### config.mk
export PLATFORM = sky130hd
export DESIGN_NAME = smv_row_acc
export DESIGN_NICKNAME = d
export VERILOG_FILES = /design/src/hw/rtl/smv_pkg.sv /design/src/hw/rtl/smv_row_acc.sv
export VERILOG_INCLUDE_DIRS = /design/src /design/src/hw/rtl
export SDC_FILE = /design/constraint.sdc
export NUM_CORES = 1
export LEC_CHECK = 0
export BUFFER_PORTS_ARGS = -buffer_cell sky130_fd_sc_hd__buf_2
export CAP_MARGIN = 10
export CORE_ASPECT_RATIO = 0.75
export CORE_MARGIN = 2
export CORE_UTILIZATION = 54
export DETAILED_ROUTE_END_ITERATION = 16
export GPL_TIMING_DRIVEN = 0
export HOLD_SLACK_MARGIN = 0.02
export PLACE_DENSITY = 0.86
export SLEW_MARGIN = 10
export SYNTH_ARGS = -nofsm -noshare
export SYNTH_HDL_FRONTEND = slang
export SYNTH_SLANG_ARGS = --single-unit
### constraint.sdc
create_clock -name i_clk -period 4.7 [get_ports i_clk]
set_clock_uncertainty 0.05 [all_clocks]
set_input_delay 0.705 -clock i_clk [delete_from_list [all_inputs] [get_ports i_clk]]
set_output_delay 0.705 -clock i_clk [all_outputs]
set_load 0.05 [all_outputs]
### src/hw/rtl/assert_macros.svh
// Assertion macros shared by the SpMV RTL files.
// Depends on a clock named i_clk and an active-low reset named i_rst_n in the using module.
`ifndef ASSERT_MACROS_SVH
`define ASSERT_MACROS_SVH

// Clocked check, switched off while reset is held.
`define SMV_ASSERT(label, prop, msg) \
    label: assert property (@(posedge i_clk) disable iff (!i_rst_n) (prop)) else $error(msg);

// Clocked check that also holds during reset.
`define SMV_ASSERT_ALWAYS(label, prop, msg) \
    label: assert property (@(posedge i_clk) (prop)) else $error(msg);

`endif

### src/hw/rtl/smv_pkg.sv
// Shared types and constants for the CSR sparse matrix-vector multiply unit.
// No dependencies; imported by the top unit, smv_row_acc and the bench (smv_vec_mem does not use it).
package smv_pkg;

    localparam int unsigned IDX_W     = 12;
    localparam int unsigned VAL_W     = 32;
    localparam int unsigned ACC_W     = 48;
    localparam int unsigned ROW_W     = 16;
    localparam int unsigned LEN_W     = 13;
    localparam int unsigned ACT_W     = 2;
    localparam int unsigned S_TDATA_W = 48;
    localparam int unsigned M_TDATA_W = 48;
    localparam int unsigned M_TUSER_W = 2;

    localparam logic [LEN_W-1:0] LEN_RESET = 13'd4096;
    localparam logic [VAL_W-1:0] SUM_MAX   = 32'h7FFF_FFFF;
    localparam logic [VAL_W-1:0] SUM_MIN   = 32'h8000_0000;

    typedef enum logic [ACT_W-1:0] {
        ACT_LOAD  = 2'd0,
        ACT_TERM  = 2'd1,
        ACT_EMPTY = 2'd2
    } t_action;

    // One term or empty-row beat handed to the accumulator stage.
    typedef struct packed {
        logic             empty;
        logic             last;
        logic             col_err;
        logic [ACC_W-1:0] term;
    } t_beat;

endpackage

### src/hw/rtl/smv_row_acc.sv
// Row accumulator stage: 48-bit sum, row close with saturation, row counter, output register.
// Depends on smv_pkg and assert_macros.svh.
`include "assert_macros.svh"

module smv_row_acc (
    input  logic                       i_clk,
    input  logic                       i_rst_n,
    input  logic                       i_beat_valid,
    input  smv_pkg::t_beat             i_beat,
    output logic                       o_beat_ready,
    input  logic                       i_out_ready,
    output logic                       o_out_valid,
    output logic [smv_pkg::VAL_W-1:0]  o_out_sum,
    output logic [smv_pkg::ROW_W-1:0]  o_out_row,
    output logic                       o_out_sat,
    output logic                       o_out_err
);

    import smv_pkg::*;

    logic             r_s2_valid;
    t_beat            r_s2;
    logic [ACC_W-1:0] r_acc;
    logic             r_err;
    logic [ROW_W-1:0] r_row_cnt;
    logic             r_out_valid;
    logic [VAL_W-1:0] r_out_sum;
    logic [ROW_W-1:0] r_out_row;
    logic             r_out_sat;
    logic             r_out_err;

    logic             w_out_free;
    logic             w_emits;
    logic             w_s2_go;
    logic [ACC_W-1:0] w_sum;
    logic             w_err;
    logic             w_sat;
    logic [VAL_W-1:0] w_clip;

    assign w_out_free   = !r_out_valid || i_out_ready;
    assign w_emits      = r_s2.empty || r_s2.last;
    assign w_s2_go      = r_s2_valid && (!w_emits || w_out_free);
    assign o_beat_ready = !r_s2_valid || w_s2_go;

    assign w_sum = r_acc + r_s2.term;
    assign w_err = r_err | r_s2.col_err;
    // Clip when the bits above the 32-bit sign do not all match it.
    assign w_sat  = (w_sum[ACC_W-1:VAL_W-1] != '0) && (w_sum[ACC_W-1:VAL_W-1] != '1);
    assign w_clip = w_sat ? (w_sum[ACC_W-1] ? SUM_MIN : SUM_MAX) : w_sum[VAL_W-1:0];

    always_ff @(posedge i_clk) begin
        if (!i_rst_n) begin
            r_s2_valid  <= 1'b0;
            r_acc       <= '0;
            r_err       <= 1'b0;
            r_row_cnt   <= '0;
            r_out_valid <= 1'b0;
        end else begin
            if (o_beat_ready) begin
                r_s2_valid <= i_beat_valid;
            end
            if (w_s2_go && w_emits) begin
                r_out_valid <= 1'b1;
            end else if (i_out_ready) begin
                r_out_valid <= 1'b0;
            end
            if (w_s2_go) begin
                if (r_s2.empty) begin
                    r_row_cnt <= r_row_cnt + 1'b1;
                end else if (r_s2.last) begin
                    r_acc     <= '0;
                    r_err     <= 1'b0;
                    r_row_cnt <= r_row_cnt + 1'b1;
                end else begin
                    r_acc <= w_sum;
                    r_err <= w_err;
                end
            end
        end
    end

    always_ff @(posedge i_clk) begin
        if (o_beat_ready && i_beat_valid) begin
            r_s2 <= i_beat;
        end
        if (w_s2_go && w_emits) begin
            r_out_row <= r_row_cnt;
            if (r_s2.empty) begin
                r_out_sum <= '0;
                r_out_sat <= 1'b0;
                r_out_err <= 1'b0;
            end else begin
                r_out_sum <= w_clip;
                r_out_sat <= w_sat;
                r_out_err <= w_err;
            end
        end
    end

    assign o_out_valid = r_out_valid;
    assign o_out_sum   = r_out_sum;
    assign o_out_row   = r_out_row;
    assign o_out_sat   = r_out_sat;
    assign o_out_err   = r_out_err;

    `SMV_ASSERT(a_close_clears, (w_s2_go && !r_s2.empty && r_s2.last) |=> (r_acc == '0 && !r_err), "row close did not clear the accumulator")
    `SMV_ASSERT(a_row_step, (w_s2_go && w_emits) |=> (r_row_cnt == ROW_W'($past(r_row_cnt) + 1'b1)), "row counter did not advance on emit")
    `SMV_ASSERT(a_sat_bound, (r_out_valid && r_out_sat) |-> (r_out_sum == SUM_MAX || r_out_sum == SUM_MIN), "saturated sum is not a bound")
    `SMV_ASSERT(a_no_drop, (r_out_valid && !i_out_ready) |=> r_out_valid, "pending result dropped")

endmodule

==> flow_summary_export.csv, run 1 <==
group,metric,value,unit
sta,setup_viol,0,
synthesis,synth_edf_count,101,
global_route,antenna_found_initial,0,
synthesis,yosys.cell_types.count,72,
detailed_routing,vias_per_cell,6.17,
clock_network,cts-root-buf,"clkbuf_16",
sta,finalCritPeriodShare,94.1,%
detailed_routing,m1WireLength,12200,um
clock_network,numClockSinks,168,
flow_run,maxCapViolCount,0,
detailed_routing,totalWireLength,26900,um
place,dp.final_hpwl,20800,um
worst_setup_path,cp-end-kind,"register",
worst_hold_path,min_path_type,"in -> reg",
synthesis,async_reset_ff_share,0,%
sta,relSlewSlack,27.3,%
worst_setup_path,cp_cell_sequence,"ha_1 > buf_2 > nand4_1 > nor4_2 > nand4_1 > a2111oi_1 > a211oi_2 > xnor2_1 > or3_1 > nor4_4 > a21o_1 > buf_4 > nand3_1",
synthesis,syn_nets,1093,
sta,timing.hold.ws,387,ps
worst_setup_path,r2r-start,"r_s2[32]$_DFFE_PP_",
clock_network,insertion_delay,440,ps
die,coreArea,17000,um^2
cells_and_area,syn2layout_area_growth,15.7,%
worst_setup_path,start_kind,"register",
detailed_routing,topRoutingLayerUsed,"met4",
worst_setup_path,critical-path-slowest-cell,"nor4_2",
clock_network,numCtsBuffers,17,
worst_setup_path,crit_type,"reg -> reg",
cells_and_area,final_layout_size_suffix_gt1_share,16.0,%
place,placedCellCount,1332,
power_and_ir_drop,powerDensity,322,nW/um^2
synthesis,synth_top_cell_area_share,31.9,%
worst_setup_path,cp.arrival,4540,ps
die,dieArea,18700,um^2
global_route,grt_pass1_vias,7679,
die,placementRows,41,
synthesis,ys_top_cells_by_area,"edfxtp_1 (32%), dfxtp_1 (14%), ha_1 (6.3%), nand3_1 (5.4%), a21oi_1 (4.4%)",
detailed_routing,dr_wl_met3,3130,um
clock_network,htreeDepth,4,
power_and_ir_drop,total_leakage_power,4.21,nW
sta,timing.fmax,226,MHz
clock_network,hold_buffers,0,
cells_and_area,final_nets,1219,
worst_hold_path,hold_end,"r_s2[13]$_DFFE_PP_",
run_status,outcome,"complete, no violations",
die,ios,107,
worst_setup_path,path_delay_family,"simple AND/OR/NAND/NOR gates",
synthesis,ys_ff_latch,168,
synthesis,synth.avg_cell_area,9.60,um^2
detailed_routing,route.detailed.drc,0,
detailed_routing,vias,8426,
worst_setup_path,rrSetupSlack,280,ps
die,initial_core_util,55.8,%
power_and_ir_drop,finalPower,0.00354,W
sta,maxSlewViolCount,0,
synthesis,ys_seq_area_share,46.1,%
detailed_routing,wl_met2,11000,um
place,gp_congestion,0.980,
worst_setup_path,crit_fanout,10,
detailed_routing,first_pass_iters,9,
synthesis,yosysMostFrequentCell,"nand3_1",
clock_network,clk_pin_slew,70,ps
clock_network,cts_buffer_depth,2,
place,portBuffers,105,
synthesis,netlist_instances,989,
die,die_width,157,um
sta,rsz0062_at_grt,"false",
worst_hold_path,hold_depth,1,
detailed_routing,drt_iter0_drc,978,
synthesis,yosysTopAreaCell,"edfxtp_1",
synthesis,ys.flop_type,"edfxtp_1",
synthesis,synth_area,9500,um^2
cells_and_area,fin_util,64.5,%
die,fp.dieH,119,um
worst_setup_path,r2r_end,"o_out_sum[20]$_SDFFCE_PP0P_",
cells_and_area,fin_cells,1365,
worst_setup_path,cp.required,4810,ps
sta,setup-tns-final,0,ps
cells_and_area,fill_cells,1394,
clock_network,cts_tree,"yes",
worst_setup_path,r2r.worst_path.cells,13,
worst_setup_path,cp_num_buf_inv,2,
global_route,grt_pass1_wl,41900,um
global_route,grtUsageTotal,29.3,%
detailed_routing,routedWlPerCell,19.7,um
synthesis,synth_warnings,0,
synthesis,ys_top_cells_by_count,"nand3_1 (103), edfxtp_1 (101), a21oi_1 (84)",
global_route,grt_max_degree,35,
detailed_routing,drt.antenna.violating_nets,0,
worst_setup_path,cpMostUsedCell,"nand4_1",
sta,tightest_slew,1090,ps
power_and_ir_drop,vdd_drop_max,0.215,mV
sta,min_period,4420,ps
sta,finalHoldViolCount,0,
global_route,gr-total-overflow,0,
worst_hold_path,min_from,"i_beat[13]",
worst_setup_path,max_stage_delay,510,ps
[registers in the layout, indices dropped and copies added (netlist names)]
signal       count
r_s2            51
r_acc           48
o_out_sum       32
o_out_row       16
r_row_cnt       16
o_out_err        1
o_out_sat        1
o_out_valid      1
r_err            1
r_s2_valid       1
[power by group]
part / total [W] / internal, W / switching, W
combinational: 0.000502 / 0.000153 / 0.000349
sequential: 0.00164 / 0.00162 / 0.0000244
clock: 0.00139 / 0.000758 / 0.000635
total: 0.00354 / 0.00253 / 0.00101
[cell families after synthesis]
kind of cell / after synthesis / share of synthesized area, %
fa+ha+maj: 49 / 6.53
buf+inv: 58 / 2.62
compound gates: 249 / 17.0
flops: 168 / 46.1
simple gates: 410 / 22.6
xor+xnor: 50 / 4.61
mux: 5 / 0.540
[area by class of cell]
type | count | area (um^2) | share of cell area, %
plain buffers | 48 | 211 | 1.92
diodes | 1 | 2.50 | 0.0228
clock buffers | 18 | 439 | 4.00
flip-flops and latches | 168 | 4370 | 39.8
well taps | 236 | 295 | 2.69
multi-input cells | 763 | 4930 | 44.9
repair buffers | 107 | 566 | 5.15
clock inverters | 14 | 135 | 1.23
inverters | 10 | 37.5 | 0.341
[metal layers]
layer	vias to the layer above	global-route usage (%)
met5	-	0
met2	436	40.7
met3	43	7.71
met1	3984	44.7
met4	0	8.47
li1	3963	-
[through the flow]
step | instance area (um^2) | setup slack [ps]
floorplan | 9500 | 188
global placement | 10300 | -1230
global route | 11000 | 12.9
CTS | 10900 | 131
finish | 11000 | 276
detailed placement | 10400 | 157
[layout by cell type, fill, tap and decap left out, types with 5 or more instances in the layout]
| cell | n |
|---|---|
| dfxtp_1 | 67 |
| nor2_1 | 78 |
| nand3_1 | 103 |
| or4_1 | 5 |
| clkbuf_16 | 17 |
| and3_1 | 14 |
| nand4_1 | 22 |
| nor3_1 | 8 |
| inv_6 | 5 |
| a21oi_1 | 84 |
| o21ai_1 | 5 |
| inv_1 | 10 |
| xor2_1 | 16 |
| a21boi_0 | 6 |
| buf_2 | 121 |
| a221oi_1 | 5 |
| or3_1 | 7 |
| clkbuf_1 | 28 |
| nor2b_1 | 59 |
| o21ai_0 | 47 |
| nand2_1 | 62 |
| xnor2_1 | 34 |
| o21a_1 | 7 |
| nand4b_1 | 6 |
| a21o_1 | 10 |
| edfxtp_1 | 101 |
| ha_1 | 48 |
| and2_1 | 19 |
| o21bai_1 | 5 |
| a22oi_1 | 28 |
[how the worst max path moves through the flow]
| stage | startpoint | to | slack, ps | cells past startpoint |
|---|---|---|---|---|
| after floorplan | i_out_ready | r_row_cnt[15]$_SDFFE_PN0P_ | 190 | 7 |
| after global placement | i_out_ready | r_row_cnt[15]$_SDFFE_PN0P_ | -1230 | 8 |
| after detailed placement | r_s2[32]$_DFFE_PP_ | o_out_sum[20]$_SDFFCE_PP0P_ | 160 | 13 |
| after CTS | r_s2[32]$_DFFE_PP_ | o_out_sum[20]$_SDFFCE_PP0P_ | 130 | 13 |
| after global routing | r_s2[32]$_DFFE_PP_ | o_out_sum[20]$_SDFFCE_PP0P_ | 10 | 13 |
| final | r_s2[32]$_DFFE_PP_ | o_out_sum[20]$_SDFFCE_PP0P_ | 280 | 13 |
[timing repair]
| action | CTS | global route |
|---|---|---|
| gates resized for setup | 0 | 7 |
| buffers inserted | 0 | 0 |
| endpoints found under the setup margin | 0 | 32 |
Note: power is estimated with default switching activity, not from simulation.
==> run 2, diff against run 1 <==
--- a/config.mk
+++ b/config.mk
@@ -15,6 +15,7 @@
 export GPL_TIMING_DRIVEN = 0
 export HOLD_SLACK_MARGIN = 0.02
 export PLACE_DENSITY = 0.86
+export REMOVE_ABC_BUFFERS = 1
 export SLEW_MARGIN = 10
 export SYNTH_ARGS = -nofsm -noshare
 export SYNTH_HDL_FRONTEND = slang
==> run 2 against run 1 <==
Wire length fell by 1.5%. Utilization shrank 0.24 points. Cell count fell by 2.8%. Cell area decreased by 0.38%. First-iteration DRC count rose by 11%. Flip-flop and latch count unchanged. Sequential power hardly changed. Clock power is essentially flat. Maximum frequency shrank 1.8%.
==> flow_summary_export.csv, run 2 (synthesis results as in run 1) <==
group,metric,value,unit
run_status,outcome,"complete, no violations",
sta,relSlewSlack,24.8,%
die,fp.dieH,119,um
cells_and_area,syn2layout_area_growth,15.3,%
clock_network,cts_tree,"yes",
worst_setup_path,cp.required,4810,ps
sta,setup_ws,194,ps
power_and_ir_drop,swShare,27.4,%
cells_and_area,diodes,0,
clock_network,htreeDepth,4,
cells_and_area,fin_util,64.3,%
worst_setup_path,crit_type,"reg -> reg",
detailed_routing,routedWlPerCell,19.9,um
detailed_routing,first_pass_iters,6,
global_route,antenna_found_initial,0,
worst_setup_path,start_kind,"register",
cells_and_area,largest-register,"r_s2",
die,placementRows,41,
worst_setup_path,max_stage_delay,620,ps
detailed_routing,dr_wl_met3,2550,um
worst_setup_path,crit_fanout,15,
cells_and_area,final_layout_size_suffix_gt1_share,15.8,%
worst_setup_path,cp-end-kind,"register",
cells_and_area,layout_common_cells,"buf_2 (106), nand3_1 (103), edfxtp_1 (101)",
worst_setup_path,critical-path-slowest-cell,"nor3_2",
global_route,grt_max_degree,68,
worst_setup_path,path_delay_family,"compound AO/OA/AOI/OAI gates",
worst_setup_path,cp_num_buf_inv,2,
worst_setup_path,cp.arrival,4610,ps
detailed_routing,drt.antenna.violating_nets,0,
power_and_ir_drop,pwr-share-comb,13.7,%
place,dp.final_hpwl,18200,um
place,post_dp_cell_area,10300,um^2
global_route,gr-total-overflow,0,
clock_network,clk_pin_slew,80,ps
place,place_ws,-650,ps
cells_and_area,largest_reg_flops,51,
power_and_ir_drop,p_seq_share,46.8,%
detailed_routing,wl_met2,11300,um
power_and_ir_drop,switchingPower,0.000966,W
place,gp_congestion,0.964,
clock_network,insertion_delay,440,ps
sta,maxSlewViolCount,0,
sta,rsz0062_at_grt,"false",
worst_hold_path,hold_depth,1,
clock_network,numCtsBuffers,17,
detailed_routing,m1WireLength,12200,um
sta,tightest_slew,1130,ps
die,coreArea,17000,um^2
clock_network,cts_buffer_depth,2,
global_route,grtUsageTotal,28.2,%
cells_and_area,fill_cells,1397,
die,ios,107,
power_and_ir_drop,finalPower,0.00353,W
flow_run,maxCapViolCount,0,
global_route,grt_pass1_wl,40900,um
sta,setup-tns-final,0,ps
sta,min_period,4510,ps
detailed_routing,drt_iter0_drc,1088,
worst_setup_path,cpMostUsedCell,"buf_4",
cells_and_area,final_area,11000,um^2
die,die_width,157,um
sta,setup_viol,0,
clock_network,cts-root-buf,"clkbuf_16",
cells_and_area,layout_commonest_cell,"buf_2",
sta,timing.fmax,222,MHz
sta,finalCritPeriodShare,95.9,%
detailed_routing,route.detailed.drc,0,
sta,finalHoldViolCount,0,
place,portBuffers,106,
clock_network,numClockSinks,168,
cells_and_area,final_nets,1182,
power_and_ir_drop,p_int,0.00256,W
power_and_ir_drop,powerDensity,322,nW/um^2
power_and_ir_drop,total_leakage_power,4.17,nW
worst_setup_path,r2r.worst_path.cells,13,
power_and_ir_drop,p_clk_share,39.5,%
global_route,grt_pass1_vias,7604,
worst_setup_path,path_depth,13,
detailed_routing,vias,8404,
detailed_routing,totalWireLength,26500,um
worst_setup_path,cp_cell_sequence,"ha_1 > fa_1 > a21o_1 > a221o_1 > a2bb2oi_4 > o31ai_2 > a41oi_1 > and3_1 > o21ai_0 > nor3_2 > buf_4 > buf_4 > a221oi_1",
detailed_routing,vias_per_cell,6.33,
power_and_ir_drop,vdd_drop_max,0.180,mV
die,dieArea,18700,um^2
die,initial_core_util,55.8,%
worst_hold_path,min_path_type,"in -> reg",
detailed_routing,topRoutingLayerUsed,"met4",
-- run 2: changes by cell type in the layout (fill, tap and decap cells not counted), sizes merged --
cell,change
clkinvlp,+2
diode,-1
a21o,+1
inv,-3
clkinv,-2
clkbuf,-25
buf,-10
-- run 2: metrics by stage --
step / instances / hold WS, ps
detailed placement: 1292 / 396
finish: 1327 / 380
CTS: 1324 / 373
global route: 1327 / 375
global placement: 1283 / 392
floorplan: 941 / 379
-- run 2: final timing paths --
| kind | slack (ps) | to | startpoint |
|---|---|---|---|
| setup reg to reg | 190 | o_out_sat$_SDFFCE_PP0P_ | r_s2[0]$_DFFE_PP_ |
| hold / removal | 380 | r_s2[44]$_DFFE_PP_ | i_beat[44] |
| setup / recovery | 190 | o_out_sat$_SDFFCE_PP0P_ | r_s2[0]$_DFFE_PP_ |
| hold reg to reg | 410 | o_out_row[7]$_DFFE_PP_ | r_row_cnt[7]$_SDFFE_PN0P_ |
-- run 2: layout make-up --
type	instances	area (um^2)	share of cell area, %
inverters	10	37.5	0.343
clock buffers	21	472	4.31
multi-input cells	764	4960	45.3
clock inverters	11	111	1.02
flip-flops and latches	168	4370	39.9
repair buffers	117	697	6.36
well taps	236	295	2.70
-- run 2: repair_timing --
item                                    CTS  global route
endpoints found under the setup margin   31            32
buffers inserted                          0             1
pin swaps                                 0             2
hold buffers                              0             0
gates resized for setup                   3             4
gates cloned                              0             1
-- run 2: routing by layer --
| layer | GRT usage (%) | up-vias |
|---|---|---|
| met2 | 40.8 | 486 |
| li1 | - | 3883 |
| met1 | 43.2 | 3982 |
| met4 | 7.73 | 0 |
| met5 | 0 | - |
| met3 | 5.06 | 53 |
-- run 2: power groups by stage --
stage	Combinational, W	Clock, W	Sequential [W]
after detailed placement	0.000457	0	0.00168
after global placement	0.000438	0	0.00169
final	0.000483	0.00139	0.00165
after global routing	0.000524	0.00146	0.00165
after floorplan	0.000262	0	0.00173
after CTS	0.000463	0.00140	0.00165
